### config.mk
export PLATFORM = sky130hd
export DESIGN_NAME = url_percent_codec_flat
export DESIGN_NICKNAME = d
export VERILOG_FILES = /design/src/sv/upc_pkg.sv /design/src/sv/upc_stream_if.sv /design/src/sv/url_percent_codec.sv /design/src/flat_wrapper.sv
export SDC_FILE = /design/constraint.sdc
export NUM_CORES = 1
export LEC_CHECK = 0
export BUFFER_PORTS_ARGS = -buffer_cell sky130_fd_sc_hd__buf_2
export CORE_ASPECT_RATIO = 1.1
export CORE_UTILIZATION = 35
export DETAILED_ROUTE_END_ITERATION = 12
export GPL_TIMING_DRIVEN = 0
export SETUP_SLACK_MARGIN = 0.5
export SLEW_MARGIN = 20
export SYNTH_ARGS = -nofsm -noshare
export SYNTH_HDL_FRONTEND = slang
export SYNTH_SLANG_ARGS = --single-unit
### constraint.sdc
create_clock -name clock -period 7 [get_ports clock]
set_clock_uncertainty 0.15 [all_clocks]
set_input_delay 0.35 -clock clock [delete_from_list [all_inputs] [get_ports clock]]
set_output_delay 0.35 -clock clock [all_outputs]
set_load 0.03 [all_outputs]
### src/sv/upc_pkg.sv
// Shared types, character codes and helper functions for the URL percent codec.
`default_nettype none

package upc_pkg;

   localparam logic [7:0] CHAR_NUL     = 8'h00;
   localparam logic [7:0] CHAR_SPACE   = 8'h20;
   localparam logic [7:0] CHAR_PERCENT = 8'h25;
   localparam logic [7:0] CHAR_PLUS    = 8'h2B;
   localparam logic [7:0] CHAR_DASH    = 8'h2D;
   localparam logic [7:0] CHAR_DOT     = 8'h2E;
   localparam logic [7:0] CHAR_ZERO    = 8'h30;
   localparam logic [7:0] CHAR_NINE    = 8'h39;
   localparam logic [7:0] CHAR_UPPER_A = 8'h41;
   localparam logic [7:0] CHAR_UPPER_Z = 8'h5A;
   localparam logic [7:0] CHAR_UNDER   = 8'h5F;
   localparam logic [7:0] CHAR_LOWER_A = 8'h61;
   localparam logic [7:0] CHAR_LOWER_Z = 8'h7A;
   localparam logic [7:0] CHAR_TILDE   = 8'h7E;
   localparam logic [7:0] CASE_OFFSET  = 8'd32;
   localparam logic [7:0] ALPHA_OFFSET = 8'd87;

   // Number of result slots one request can fill.
   localparam int unsigned MaxResults = 3;

   typedef enum logic [1:0] {
      PHASE_IDLE    = 2'd0,
      PHASE_PERCENT = 2'd1,
      PHASE_HELD    = 2'd2
   } decode_phase_type;

   typedef struct packed {
      logic [7:0] byte_in;
      logic       is_last;
   } req_item_type;

   typedef struct packed {
      logic [7:0] byte_out;
      logic       has_byte;
      logic       end_of_string;
   } rsp_item_type;

   function automatic logic is_digit(input logic [7:0] c);
      return (c >= CHAR_ZERO) && (c <= CHAR_NINE);
   endfunction

   function automatic logic is_upper(input logic [7:0] c);
      return (c >= CHAR_UPPER_A) && (c <= CHAR_UPPER_Z);
   endfunction

   function automatic logic is_unreserved(input logic [7:0] c);
      return is_digit(c) || is_upper(c) ||
             ((c >= CHAR_LOWER_A) && (c <= CHAR_LOWER_Z)) ||
             (c == CHAR_DASH) || (c == CHAR_UNDER) ||
             (c == CHAR_DOT) || (c == CHAR_TILDE);
   endfunction

   // Nibble value of an escape character, wrapped to 8 bits for any input byte.
   function automatic logic [7:0] nibble_of(input logic [7:0] c);
      logic [7:0] folded;
      folded = is_upper(c) ? (c + CASE_OFFSET) : c;
      return is_digit(c) ? (c - CHAR_ZERO) : (folded - ALPHA_OFFSET);
   endfunction

   function automatic logic [7:0] hex_digit(input logic [3:0] v);
      logic [7:0] r;
      case (v)
         4'h0: r = 8'h30;
         4'h1: r = 8'h31;
         4'h2: r = 8'h32;
         4'h3: r = 8'h33;
         4'h4: r = 8'h34;
         4'h5: r = 8'h35;
         4'h6: r = 8'h36;
         4'h7: r = 8'h37;
         4'h8: r = 8'h38;
         4'h9: r = 8'h39;
         4'hA: r = 8'h41;
         4'hB: r = 8'h42;
         4'hC: r = 8'h43;
         4'hD: r = 8'h44;
         4'hE: r = 8'h45;
         default: r = 8'h46;
      endcase
      return r;
   endfunction

endpackage

`default_nettype wire

### src/sv/upc_stream_if.sv
// Valid/ready stream interface used by the request and response channels.
`default_nettype none

interface upc_stream_if #(
   parameter type payload_type = upc_pkg::req_item_type
);
   logic        valid;
   logic        ready;
   payload_type payload;

   modport source (output valid, output payload, input ready);
   modport sink   (input valid, input payload, output ready);
endinterface

`default_nettype wire

### src/sv/url_percent_codec.sv
// URL percent encoder/decoder with a three-entry response buffer.
//
//   channel   | direction | handshake           | payload
//   ----------+-----------+---------------------+-----------------------------------
//   req_if    | in        | valid/ready         | byte_in[7:0], is_last
//   rsp_if    | out       | valid/ready         | byte_out[7:0], has_byte, end_of_string
//   csr_*     | in        | csr_we, no stall    | csr_wdata = decode_mode
//
// A request is processed in the cycle it is accepted and its results are loaded into
// the response buffer, which drains one result per cycle while rsp_if.ready is high.
// A request yields 0 to 3 results; an encoded escape yields 3.
// The next request is taken while the last buffered result is being delivered.
// Reset is synchronous and empties the buffer and clears the codec state.
// A stalled response holds its data; requests stall until the buffer frees up.
`default_nettype none

module url_percent_codec (
   input  wire logic   clock,
   input  wire logic   reset,
   upc_stream_if.sink  req_if,
   upc_stream_if.source rsp_if,
   input  wire logic   csr_we,
   input  wire logic   csr_wdata
);

   logic                        decode_mode_ff;
   upc_pkg::decode_phase_type   phase_ff, phase_in, phase_mid;
   logic [7:0]                  held_ff, held_in, held_mid;
   logic                        skip_ff, skip_in;
   upc_pkg::rsp_item_type       slot_ff [upc_pkg::MaxResults];
   upc_pkg::rsp_item_type       item    [upc_pkg::MaxResults];
   logic [1:0]                  cnt_ff, cnt_in;
   logic [1:0]                  rd_ff, rd_in;

   logic [7:0]                  main_byte [upc_pkg::MaxResults];
   logic [1:0]                  main_cnt;
   logic                        tail_valid;
   logic [7:0]                  tail_byte;
   logic [1:0]                  num_results;
   logic                        is_end;
   logic [7:0]                  b;
   logic                        last;
   logic                        req_fire, rsp_fire;

   assign b        = req_if.payload.byte_in;
   assign last     = req_if.payload.is_last;
   assign req_fire = req_if.valid && req_if.ready;
   assign rsp_fire = rsp_if.valid && rsp_if.ready;

   assign rsp_if.valid   = (cnt_ff != 2'd0);
   assign rsp_if.payload = slot_ff[rd_ff];
   assign req_if.ready   = (cnt_ff == 2'd0) || ((cnt_ff == 2'd1) && rsp_if.ready);

   // Results of the request at the input port, against the current codec state.
   always_comb begin
      phase_mid   = phase_ff;
      held_mid    = held_ff;
      main_cnt    = 2'd0;
      tail_valid  = 1'b0;
      tail_byte   = upc_pkg::CHAR_NUL;
      num_results = 2'd0;
      is_end      = 1'b0;
      skip_in     = skip_ff;
      phase_in    = phase_ff;
      held_in     = held_ff;
      for (int i = 0; i < upc_pkg::MaxResults; i++) begin
         main_byte[i]           = upc_pkg::CHAR_NUL;
         item[i].byte_out       = upc_pkg::CHAR_NUL;
         item[i].has_byte       = 1'b0;
         item[i].end_of_string  = 1'b0;
      end

      if (skip_ff) begin
         if (last) begin
            skip_in = 1'b0;
         end
      end else begin
         if (b != upc_pkg::CHAR_NUL) begin
            if (!decode_mode_ff) begin
               if (upc_pkg::is_unreserved(b)) begin
                  main_byte[0] = b;
                  main_cnt     = 2'd1;
               end else if (b == upc_pkg::CHAR_SPACE) begin
                  main_byte[0] = upc_pkg::CHAR_PLUS;
                  main_cnt     = 2'd1;
               end else begin
                  main_byte[0] = upc_pkg::CHAR_PERCENT;
                  main_byte[1] = upc_pkg::hex_digit(b[7:4]);
                  main_byte[2] = upc_pkg::hex_digit(b[3:0]);
                  main_cnt     = 2'd3;
               end
            end else begin
               case (phase_ff)
                  upc_pkg::PHASE_PERCENT: begin
                     held_mid  = b;
                     phase_mid = upc_pkg::PHASE_HELD;
                  end
                  upc_pkg::PHASE_HELD: begin
                     main_byte[0] = {upc_pkg::nibble_of(held_ff) << 4} |
                                    upc_pkg::nibble_of(b);
                     main_cnt     = 2'd1;
                     phase_mid    = upc_pkg::PHASE_IDLE;
                     held_mid     = upc_pkg::CHAR_NUL;
                  end
                  default: begin
                     if (b == upc_pkg::CHAR_PERCENT) begin
                        phase_mid = upc_pkg::PHASE_PERCENT;
                     end else if (b == upc_pkg::CHAR_PLUS) begin
                        main_byte[0] = upc_pkg::CHAR_SPACE;
                        main_cnt     = 2'd1;
                     end else begin
                        main_byte[0] = b;
                        main_cnt     = 2'd1;
                     end
                  end
               endcase
            end
         end

         is_end = (b == upc_pkg::CHAR_NUL) || last;

         if (is_end) begin
            // A short escape at the end: the held byte is decoded on its own.
            if (decode_mode_ff && (phase_mid == upc_pkg::PHASE_HELD)) begin
               if (held_mid == upc_pkg::CHAR_PLUS) begin
                  tail_valid = 1'b1;
                  tail_byte  = upc_pkg::CHAR_SPACE;
               end else if (held_mid != upc_pkg::CHAR_PERCENT) begin
                  tail_valid = 1'b1;
                  tail_byte  = held_mid;
               end
            end
            phase_in = upc_pkg::PHASE_IDLE;
            held_in  = upc_pkg::CHAR_NUL;
         end else begin
            phase_in = phase_mid;
            held_in  = held_mid;
         end

         for (int i = 0; i < upc_pkg::MaxResults; i++) begin
            item[i].byte_out = main_byte[i];
            item[i].has_byte = (2'(i) < main_cnt);
         end
         // The tail only occurs in decode mode, where at most one main result exists.
         if (tail_valid && (main_cnt != 2'd3)) begin
            item[main_cnt].byte_out = tail_byte;
            item[main_cnt].has_byte = 1'b1;
         end
         num_results = main_cnt + {1'b0, tail_valid};

         if (is_end) begin
            if (num_results == 2'd0) begin
               item[0].byte_out      = upc_pkg::CHAR_NUL;
               item[0].has_byte      = 1'b0;
               item[0].end_of_string = 1'b1;
               num_results           = 2'd1;
            end else begin
               item[num_results - 2'd1].end_of_string = 1'b1;
            end
         end

         if ((b == upc_pkg::CHAR_NUL) && !last) begin
            skip_in = 1'b1;
         end
      end
   end

   always_comb begin
      cnt_in = cnt_ff;
      rd_in  = rd_ff;
      if (req_fire) begin
         cnt_in = num_results;
         rd_in  = 2'd0;
      end else if (rsp_fire) begin
         cnt_in = cnt_ff - 2'd1;
         rd_in  = rd_ff + 2'd1;
      end
   end

   always_ff @(posedge clock) begin
      if (reset) begin
         decode_mode_ff <= 1'b0;
         phase_ff       <= upc_pkg::PHASE_IDLE;
         held_ff        <= upc_pkg::CHAR_NUL;
         skip_ff        <= 1'b0;
         cnt_ff         <= 2'd0;
         rd_ff          <= 2'd0;
      end else begin
         if (csr_we) begin
            decode_mode_ff <= csr_wdata;
         end
         if (req_fire) begin
            phase_ff <= phase_in;
            held_ff  <= held_in;
            skip_ff  <= skip_in;
         end
         cnt_ff <= cnt_in;
         rd_ff  <= rd_in;
      end
   end

   always_ff @(posedge clock) begin
      if (req_fire) begin
         for (int i = 0; i < upc_pkg::MaxResults; i++) begin
            slot_ff[i] <= item[i];
         end
      end
   end

endmodule

`default_nettype wire

### src/flat_wrapper.sv
// flat-port wrapper written by rule: the top's interface ports become plain ports
module url_percent_codec_flat 
  (clock, reset, csr_we, csr_wdata, req_if_valid, req_if_payload, req_if_ready, rsp_if_valid, rsp_if_payload, rsp_if_ready);
  upc_stream_if req_if_i ();
  upc_stream_if rsp_if_i ();
  input  wire logic clock;
  input  wire logic reset;
  input  wire logic csr_we;
  input  wire logic csr_wdata;
  input wire logic [$bits(req_if_i.valid)-1:0] req_if_valid;
  input wire logic [$bits(req_if_i.payload)-1:0] req_if_payload;
  output wire logic [$bits(req_if_i.ready)-1:0] req_if_ready;
  output wire logic [$bits(rsp_if_i.valid)-1:0] rsp_if_valid;
  output wire logic [$bits(rsp_if_i.payload)-1:0] rsp_if_payload;
  input wire logic [$bits(rsp_if_i.ready)-1:0] rsp_if_ready;
  assign req_if_i.valid = req_if_valid;
  assign req_if_i.payload = req_if_payload;
  assign req_if_ready = req_if_i.ready;
  assign rsp_if_valid = rsp_if_i.valid;
  assign rsp_if_payload = rsp_if_i.payload;
  assign rsp_if_i.ready = rsp_if_ready;
  url_percent_codec u_core (.clock(clock), .reset(reset), .req_if(req_if_i), .rsp_if(rsp_if_i), .csr_we(csr_we), .csr_wdata(csr_wdata));
endmodule
==> results of run 1 <==
-- registers in the layout, indices dropped and copies added, names as in the netlist, named ones only --
signal                 flops
u_core.cnt_ff              2
u_core.decode_mode_ff      1
u_core.held_ff             8
u_core.phase_ff            2
u_core.rd_ff               2
u_core.skip_ff             1
u_core.slot_ff            27
-- worst min path at each step --
| stage | startpoint | to | slack (ns) | depth (start not counted) |
|---|---|---|---|---|
| floorplan | u_core.held_ff[7] | u_core.held_ff[7] | 0.29 | 2 |
| global placement | u_core.held_ff[7] | u_core.held_ff[7] | 0.30 | 2 |
| detailed placement | u_core.held_ff[7] | u_core.held_ff[7] | 0.31 | 2 |
| CTS | req_if_payload[0] | u_core.skip_ff | 0.11 | 2 |
| global route | req_if_payload[0] | u_core.skip_ff | 0.11 | 2 |
| finish | req_if_payload[0] | u_core.skip_ff | 0.12 | 2 |
-- synth_stat cells, drive strengths merged (3+ instances only) --
cell type,instances,area (sq um)
a211oi,9,82.58
a21oi,26,130.1
a22o,3,26.28
a22oi,7,52.55
a31oi,4,25.02
a32o,4,51.30
and3,8,50.05
buf,7,52.54
clkbuf,13,48.80
dfxtp,18,360.4
edfxtp,27,810.8
ha,21,262.8
inv,23,86.33
mux2i,16,160.2
nand2,37,138.9
nand2b,7,43.79
nand3,12,60.06
nand4,3,18.77
nor2,30,120.1
nor2b,8,50.05
nor3,9,50.05
nor4,3,25.02
o211ai,6,45.04
o21ai,24,127.6
o311ai,4,42.55
or3,8,55.05
xnor2,4,35.03
-- power by group --
part           internal [mW]  switching [mW]  total, mW
Sequential             0.318         0.00833      0.326
Clock                  0.144          0.0971      0.241
Combinational         0.0660           0.135      0.201
Total                  0.528           0.240      0.768
-- metal layers --
metal / vias to the layer above / wire [um] / track usage [%]
met5: - / 0 / 0
met3: 17 / 492 / 2.999
li1: 1521 / - / -
met2: 99 / 4440 / 32.09
met1: 1476 / 4103 / 22.68
met4: 0 / 191 / 6.290
-- final cells by class --
| class | count | area share (%) |
|---|---|---|
| plain buffers | 20 | 2.630 |
| clock buffers | 5 | 1.764 |
| clock inverters | 3 | 1.764 |
| inverters | 24 | 2.309 |
| multi-input cells | 300 | 54.30 |
| flip-flops and latches | 45 | 30.02 |
| well taps | 117 | 3.752 |
| repair buffers | 24 | 3.464 |
-- cell families after synthesis --
logic type	Yosys count
AO/OA/AOI/OAI	113
XOR/XNOR	6
adder cells (fa/ha/maj)	21
buffers and inverters	44
flip-flops	45
multiplexers	18
AND/OR/NAND/NOR	142
-- critical path, delay by kind of cell (launching register included) --
family / cells / cell delay, ns
muxes: 1 / 0.31
buffers and inverters: 3 / 0.28
DFF: 1 / 0.39
adders and majority gates: 2 / 0.58
and+or+nand+nor: 2 / 0.77
AOI/OAI and AO/OA: 4 / 1.15
xor gates and xnor gates: 1 / 0.24
==> results.py, run 1 <==
metrics = {
    "status": {
        "status": "complete, no violations",
    },
    "yosys": {
        "synth-edff-count": 27,
        "ys_types": 77,
        "avgSynthCellArea_sq_um": 8.948,
        "synth-seq-cells": 45,
        "synth_compound_area_share_pct": 24.23,
        "seq_area_frac_synth_pct": 33.64,
        "yosys.area_share.simple_pct": 22.32,
        "synth_mux_area_share_pct": 5.248,
        "synth_fp_nets": 425,
        "synth_ff_type": "edfxtp_1",
        "synth-xor-area-share_pct": 1.510,
        "synth_top_family_by_area": "compound AO/OA/AOI/OAI gates",
        "yosys_warnings": 0,
        "synthesis.area_sq_um": 3481,
        "syn_inst": 389,
        "synthAdderAreaFrac_pct": 7.549,
        "synthArstFlopShare_pct": 0,
    },
    "clock_network": {
        "tritoncts": "yes",
        "clockRootBuffer": "clkbuf_8",
        "insertion_delay_ns": 0.30,
        "cts_buffer_depth": 2,
        "ctsHoldBuffers": 0,
        "clock_sinks": 45,
        "cts_repair_resize_count": 0,
        "clk_pin_slew_ns": 0.09,
        "cts_made_buffers": 5,
        "cts_setup_buffers": 0,
        "htreeDepth": 2,
    },
    "place": {
        "gp_congestion": 0.9240,
        "place_inst": 530,
        "hpwl_um": 7104,
        "placed_area_sq_um": 3764,
        "portBuffers": 23,
        "dp_worst_setup_slack_ns": 2.808,
    },
    "pwr": {
        "power.density_nw_per_um2": 196.9,
        "total_power_uw": 768.2,
        "peakVddDrop_uv": 80.89,
        "p_leak_nw": 1.382,
    },
    "cells_and_area": {
        "fillers": 962,
        "multiInputGateArea_sq_um": 2118,
        "final_common_cell": "nand2_1",
        "post-route-util_pct": 41.11,
        "layout-drive-gt1-share_pct": 14.49,
        "diodes": 0,
        "design_area_sq_um": 3901,
        "final_cells": 538,
        "nNetsFinal": 456,
        "final_cell_mix": "37 x nand2_1, 29 x nor2_1, 27 x edfxtp_1",
        "syn_to_final_growth_pct": 12.08,
        "regArea_sq_um": 1171,
    },
    "global_route": {
        "grt_overflow": 0,
        "grtUsageTotal_pct": 18.27,
        "grt_max_degree": 31,
        "antenna_found_initial": 0,
        "grt_pass1_wl_um": 15280,
        "first_global_vias": 3046,
    },
    "die": {
        "core_sq_um": 9490,
        "start_util_pct": 36.68,
        "die_x_um": 97.09,
        "pin_count": 26,
        "rows": 37,
        "fp.dieH_um": 106.6,
        "die_area_sq_um": 10350,
    },
    "critical_path": {
        "critPathMaxStageDelay_ns": 0.48,
        "r2r-start": "u_core.phase_ff[0]",
        "cp-start-kind": "register",
        "cp_max_fo": 10,
        "worstPathCellList": "inv_1 -> ha_1 -> and2b_1 -> a21boi_1 -> mux2i_1 -> or3_1 -> o21ai_2 -> buf_6 -> inv_1 -> ha_1 -> xor2_1 -> o31ai_4 -> a31oi_1",
        "reg2reg_depth": 13,
        "endpoint": "u_core.slot_ff[0][6]",
        "required_ns": 6.89,
        "crit_start": "u_core.phase_ff[0]",
        "cp_slowest_cell": "or3_1",
        "cp.arrival_ns": 4.03,
        "crit_path_end_kind": "register",
        "crit_type": "reg -> reg",
        "r2r-end": "u_core.slot_ff[0][6]",
        "r2r_slack_ns": 2.86,
    },
    "routing": {
        "routed_wl_um": 9228,
        "drc": 0,
        "viasPerCell": 5.786,
        "vias": 3113,
        "final_antenna_net_count": 0,
        "drt_iter0_drc": 217,
        "routedWlPerCell_um": 17.15,
        "first_pass_iters": 5,
    },
    "sta": {
        "worstMarginPinSlew_ns": 0.9292,
        "final_hold_viol_count": 0,
        "period_needed_ns": 4.142,
        "fin_ws_ns": 2.858,
        "slew_viol_final": 0,
        "final-setup-viol-count": 0,
        "fin_crit_sh_pct": 59.17,
        "rsz0062_at_grt": "no",
        "slew_headroom_pct": 37.58,
        "clock.fmax_mhz": 241.4,
        "fin_tns_setup_ns": 0,
        "fin_hold_ws_ns": 0.1174,
    },
    "run": {
        "timing.max_cap.violations": 0,
    },
    "min_path": {
        "hp-class": "in -> reg",
    },
}
No activity file was read; power rests on OpenSTA's default activity.
==> run 2, diff against run 1 <==
==> constraint.sdc (replaced) <==
create_clock -name clock -period 3.8 [get_ports clock]
set_clock_uncertainty 0.15 [all_clocks]
set_input_delay 0.19 -clock clock [delete_from_list [all_inputs] [get_ports clock]]
set_output_delay 0.19 -clock clock [all_outputs]
set_load 0.03 [all_outputs]
==> run 2 against run 1 <==
Effect of this change: combinational power is 85% higher; worst hold slack worse by 0.11 ns; cell area is 4.3% higher; routed wire length is 3.2% higher; sequential power is 85% higher; final cell count is 2.6% higher; first-iteration DRC count is 12% lower; global-route usage is 0.80 points higher; via count is 1.8% higher; critical endpoint is now u_core.slot_ff[0][5]; largest cell class unchanged; largest power group unchanged.
==> results.py, run 2 (synthesized netlist as in run 1, its figures left out) <==
metrics = {
    "status": {
        "status": "complete, no violations",
    },
    "critical_path": {
        "endpoint": "u_core.slot_ff[0][5]",
        "crit_path_end_kind": "register",
        "required_ns": 3.68,
        "r2r-start": "u_core.phase_ff[0]",
        "cp.arrival_ns": 3.11,
        "cp_max_fo": 8,
        "crit_start": "u_core.phase_ff[0]",
        "r2r-end": "u_core.slot_ff[0][5]",
        "reg2reg_depth": 14,
        "critPathMaxStageDelay_ns": 0.41,
        "r2r_slack_ns": 0.57,
        "worstPathCellList": "inv_2 -> ha_4 -> and2b_2 -> and3_1 -> a21o_1 -> or3_4 -> o21ai_4 -> buf_6 -> inv_1 -> ha_2 -> xor2_2 -> o31ai_4 -> buf_12 -> a21oi_1",
        "cp-start-kind": "register",
        "cp_slowest_cell": "or3_4",
        "crit_type": "reg -> reg",
    },
    "pwr": {
        "power.density_nw_per_um2": 319.0,
        "peakVddDrop_uv": 136.2,
        "p_leak_nw": 1.427,
    },
    "global_route": {
        "grtUsageTotal_pct": 19.07,
        "first_global_vias": 3066,
        "grt_max_degree": 36,
        "grt_overflow": 0,
        "grt_pass1_wl_um": 15660,
        "antenna_found_initial": 0,
    },
    "run": {
        "timing.max_cap.violations": 0,
    },
    "sta": {
        "fin_tns_setup_ns": 0,
        "final_hold_viol_count": 0,
        "worstMarginPinSlew_ns": 0.7912,
        "clock.fmax_mhz": 309.5,
        "fin_hold_ws_ns": 0.01075,
        "rsz0062_at_grt": "yes",
        "period_needed_ns": 3.231,
        "final-setup-viol-count": 0,
        "slew_headroom_pct": 47.26,
        "fin_crit_sh_pct": 85.03,
        "slew_viol_final": 0,
    },
    "cells_and_area": {
        "diodes": 0,
        "largest_reg_flops": 27,
        "fillers": 945,
        "syn_to_final_growth_pct": 16.86,
        "final_common_cell": "nand2_1",
        "final_cells": 552,
        "biggestRegsByFlops": "u_core.slot_ff (27), u_core.held_ff (8)",
        "layout-drive-gt1-share_pct": 20.23,
        "nNetsFinal": 470,
        "largest-register": "u_core.slot_ff",
        "final_cell_mix": "37 x nand2_1, 29 x nor2_1, 27 x edfxtp_1",
        "post-route-util_pct": 42.86,
    },
    "routing": {
        "final_antenna_net_count": 0,
        "vias": 3169,
        "first_pass_iters": 4,
        "routedWlPerCell_um": 17.25,
        "drt_iter0_drc": 192,
        "drc": 0,
        "viasPerCell": 5.741,
        "routed_wl_um": 9521,
    },
    "clock_network": {
        "clk_pin_slew_ns": 0.08,
        "insertion_delay_ns": 0.30,
        "cts_made_buffers": 5,
        "clockRootBuffer": "clkbuf_8",
        "tritoncts": "yes",
        "htreeDepth": 2,
        "cts_buffer_depth": 2,
        "clock_sinks": 45,
    },
    "die": {
        "start_util_pct": 36.68,
        "pin_count": 26,
        "rows": 37,
        "die_x_um": 97.09,
        "core_sq_um": 9490,
        "fp.dieH_um": 106.6,
        "die_area_sq_um": 10350,
    },
    "place": {
        "hpwl_um": 7270,
        "portBuffers": 23,
        "place_inst": 529,
        "gp_congestion": 0.9395,
    },
    "min_path": {
        "hp-class": "in -> reg",
    },
}
run 2: changes by cell type in the layout (fill, tap and decap cells not counted), sizes merged:
cell | previous run | this run
buf | 31 | 43
bufinv | 2 | 0
clkbuf | 18 | 20
clkinv | 1 | 2
clkinvlp | 0 | 2
dlygate4sd3 | 0 | 2
inv | 24 | 21
run 2: final cells by class:
cell class / count / area (sq um) / area share (%)
Multi-Input combinational cell: 300 / 2198 / 54.04
Sequential cell: 45 / 1175 / 28.88
Timing Repair Buffer: 38 / 245.2 / 6.029
Tap cell: 117 / 146.4 / 3.599
Buffer: 20 / 102.6 / 2.522
Clock buffer: 7 / 97.59 / 2.399
Inverter: 24 / 97.59 / 2.399
Clock inverter: 1 / 5.005 / 0.1230
run 2: metal layers:
metal  vias up  GRT usage (%)  wire length (um)  part of all wire (%)
met4         0          6.397               208                   2.2
li1       1544              -                 -                     -
met3        16          2.477               374                   3.9
met1      1522          25.00              4503                    47
met2        87          32.44              4435                    47
met5         -              0                 0                     0
run 2: timing repair:
| action | CTS | global route |
|---|---|---|
| endpoints found under the setup margin | 9 | 21 |
| hold buffers | 2 | 0 |
| pin swaps | 2 | 0 |
| hold endpoints to repair | 2 | 0 |
| setup buffers | 5 | 8 |
| gates resized for setup | 4 | 5 |
run 2: how the worst min path moves through the flow:
stage | slack [ns] | endpoint | cells past startpoint | start
after floorplan | 0.14 | u_core.skip_ff | 1 | req_if_payload[0]
after global placement | 0.27 | u_core.skip_ff | 2 | req_if_payload[0]
after detailed placement | 0.28 | u_core.skip_ff | 2 | req_if_payload[0]
after CTS | 0.02 | u_core.decode_mode_ff | 3 | csr_we
after global routing | 0.03 | u_core.decode_mode_ff | 3 | csr_we
final | 0.01 | u_core.decode_mode_ff | 3 | csr_we
run 2: stage by stage:
stage / power [mW] / area (sq um) / setup slack (ns)
floorplan: 0.8732 / 3538 / 0.5080
global placement: 0.9740 / 3800 / -0.07700
detailed placement: 0.9787 / 3800 / -0.09359
CTS: 1.302 / 3986 / 0.5068
global route: 1.366 / 4068 / 0.4331
finish: 1.298 / 4068 / 0.5689
run 2: critical path, delay by kind of cell, from the launching register on:
kind,cells,cell delay [ns]
DFF,1,0.35
adders and majority gates,2,0.45
buffers and inverters,4,0.34
xor gates and xnor gates,1,0.19
and+or+nand+nor,3,0.85
AOI/OAI and AO/OA,4,0.62
run 2: where the power goes:
group          total, mW  internal, mW  switching (mW)
registers          0.603         0.588          0.0157
logic              0.371         0.119           0.252
clock network      0.323         0.169           0.155
==> run 3, diff against run 2 <==
--- a/config.mk
+++ b/config.mk
@@ -6,11 +6,13 @@
 export NUM_CORES = 1
 export LEC_CHECK = 0
 export BUFFER_PORTS_ARGS = -buffer_cell sky130_fd_sc_hd__buf_2
-export CORE_ASPECT_RATIO = 1.1
+export CORE_ASPECT_RATIO = 1.25
 export CORE_UTILIZATION = 35
 export DETAILED_ROUTE_END_ITERATION = 12
+export GPL_ROUTABILITY_DRIVEN = 0
 export GPL_TIMING_DRIVEN = 0
 export SETUP_SLACK_MARGIN = 0.5
+export SKIP_CTS_REPAIR_TIMING = 1
 export SLEW_MARGIN = 20
 export SYNTH_ARGS = -nofsm -noshare
 export SYNTH_HDL_FRONTEND = slang
==> run 3 against run 2 <==
Effect of this change: sequential power about the same; critical endpoint is now u_core.slot_ff[0][1]; die area about the same; the flow now finishes with violations (hold timing); largest cell class unchanged; highest routed layer unchanged; combinational power about the same.
==> results.py, run 3 (synthesized netlist as in run 1, its figures left out) <==
metrics = {
    "status": {
        "status": "finished with violations",
        "violations": "hold timing",
    },
    "critical_path": {
        "critPathMaxStageDelay_ns": 0.43,
        "cp-start-kind": "register",
        "crit_path_end_kind": "register",
        "crit_family": "simple AND/OR/NAND/NOR gates",
        "cp.buffers_inverters": 4,
        "endpoint": "u_core.slot_ff[0][1]",
        "worst-path-stages": 14,
        "cp_max_fo": 8,
        "r2r-end": "u_core.slot_ff[0][1]",
        "cp.arrival_ns": 3.21,
        "crit_type": "reg -> reg",
        "cp_slowest_cell": "or3_4",
        "r2r-start": "u_core.phase_ff[0]",
        "worstPathCellList": "inv_2 -> ha_4 -> and2b_2 -> a21boi_4 -> mux2i_4 -> or3_4 -> o21ai_4 -> buf_6 -> inv_4 -> ha_4 -> xor2_4 -> o31ai_4 -> buf_12 -> a21oi_1",
        "crit_start": "u_core.phase_ff[0]",
        "path_common_cell": "ha_4",
        "required_ns": 3.67,
        "reg2reg_depth": 14,
        "r2r_slack_ns": 0.46,
    },
    "sta": {
        "fin_crit_sh_pct": 87.92,
        "period_needed_ns": 3.341,
        "slew_viol_final": 0,
        "fin_tns_setup_ns": 0,
        "final_hold_viol_count": 2,
        "fin_hold_ws_ns": -0.01158,
        "final-setup-viol-count": 0,
        "rsz0062_at_grt": "yes",
        "slew_headroom_pct": 47.32,
        "fin_ws_ns": 0.4592,
        "worstMarginPinSlew_ns": 0.7901,
        "clock.fmax_mhz": 299.3,
    },
    "global_route": {
        "grt_max_degree": 36,
        "grt_overflow": 0,
        "grt_pass1_wl_um": 15150,
        "antenna_found_initial": 0,
        "grtUsageTotal_pct": 18.47,
        "first_global_vias": 2996,
    },
    "place": {
        "portBuffers": 23,
        "dp_worst_setup_slack_ns": -0.1614,
        "hpwl_um": 7217,
    },
    "clock_network": {
        "clk_pin_slew_ns": 0.06,
        "cts_made_buffers": 5,
        "cts_buffer_depth": 2,
        "tritoncts": "yes",
        "clockRootBuffer": "clkbuf_16",
        "htreeDepth": 2,
        "clock_sinks": 45,
        "insertion_delay_ns": 0.28,
    },
    "min_path": {
        "hp-class": "in -> reg",
    },
    "cells_and_area": {
        "final_cell_mix": "37 x nand2_1, 29 x nor2_1, 27 x edfxtp_1",
        "post-route-util_pct": 42.79,
        "syn_to_final_growth_pct": 18.73,
        "nNetsFinal": 465,
        "diodes": 0,
        "layout-drive-gt1-share_pct": 20.70,
        "largest-register": "u_core.slot_ff",
        "final_common_cell": "nand2_1",
        "biggestRegsByFlops": "u_core.slot_ff (27), u_core.held_ff (8)",
        "largest_reg_flops": 27,
    },
    "die": {
        "die_area_sq_um": 10350,
        "die_x_um": 91.20,
        "fp.dieH_um": 113.5,
        "start_util_pct": 36.04,
        "rows": 40,
        "core_sq_um": 9659,
        "pin_count": 26,
    },
    "routing": {
        "drc": 0,
        "viasPerCell": 5.619,
        "final_antenna_net_count": 0,
        "vias": 3124,
        "first_pass_iters": 4,
        "routedWlPerCell_um": 17.01,
        "drt_iter0_drc": 242,
        "routed_wl_um": 9455,
    },
    "pwr": {
        "switching_share_pct": 31.40,
        "p_seq_share_pct": 43.7,
        "power.internal_uw": 949.2,
        "p_leak_nw": 1.438,
        "power.density_nw_per_um2": 334.8,
        "pwr-share-comb_pct": 26.9,
        "peakVddDrop_uv": 146.5,
        "power_switching_uw": 434.5,
        "power_frac_clock_pct": 29.4,
    },
    "run": {
        "timing.max_cap.violations": 0,
    },
}
run 3: cell count changes in the layout (fill, tap and decap cells not counted), sizes merged:
cell	delta
dlygate4sd3	-2
clkbuf	-1
buf	-3
clkinv	+1
run 3: how the worst min path moves through the flow:
stage                            startpoint               endpoint  slack (ns)  depth (start not counted)
final                             csr_wdata  u_core.decode_mode_ff       -0.01                          3
after floorplan           req_if_payload[0]         u_core.skip_ff        0.14                          1
after CTS                 req_if_payload[0]         u_core.skip_ff       -0.02                          2
after global routing      req_if_payload[0]         u_core.skip_ff       0.005                          2
after global placement    req_if_payload[0]         u_core.skip_ff        0.28                          2
after detailed placement  req_if_payload[0]         u_core.skip_ff        0.28                          2
run 3: worst register-to-register path, stage by stage, from the launching register on:
cell and delay [ns]:
dfxtp_4 0.36, inv_2 0.04, ha_4 0.27, and2b_2 0.26
a21boi_4 0.17, mux2i_4 0.25, or3_4 0.43, o21ai_4 0.17
buf_6 0.14, inv_4 0.03, ha_4 0.16, xor2_4 0.19
o31ai_4 0.23, buf_12 0.17, a21oi_1 0.06
run 3: per-layer routing:
layer / vias up / share of wire (%) / GRT usage, %
met5: - / 0 / 0
met4: 0 / 2.2 / 7.302
met3: 17 / 4.4 / 1.933
met2: 83 / 53 / 34.04
met1: 1492 / 41 / 21.93
li1: 1532 / - / -
run 3: power groups by stage:
stage                     clock, mW  sequential (mW)  combinational [mW]
after detailed placement          0            0.616               0.362
after floorplan                   0            0.610               0.263
final                         0.407            0.604               0.373
after CTS                     0.415            0.605               0.363
after global routing          0.436            0.610               0.408
after global placement            0            0.613               0.357
run 3: area by class of cell:
type                       count  area [sq um]
clock buffer                   6         128.9
inverter                      24         100.1
tap                          126         157.7
clock inverter                 2         10.01
multi-input combinational    300          2255
buffer                        20         102.6
fill                         957          5527
timing repair buffer          33         202.7
sequential                    45          1176
run 3: per-stage QoR:
step                total power, mW  std cells  cell area [sq um]
floorplan                    0.8732        389               3538
global placement             0.9702        538               3811
detailed placement           0.9782        538               3811
CTS                           1.384        546               3950
global route                  1.455        556               4133
finish                        1.384        556               4133
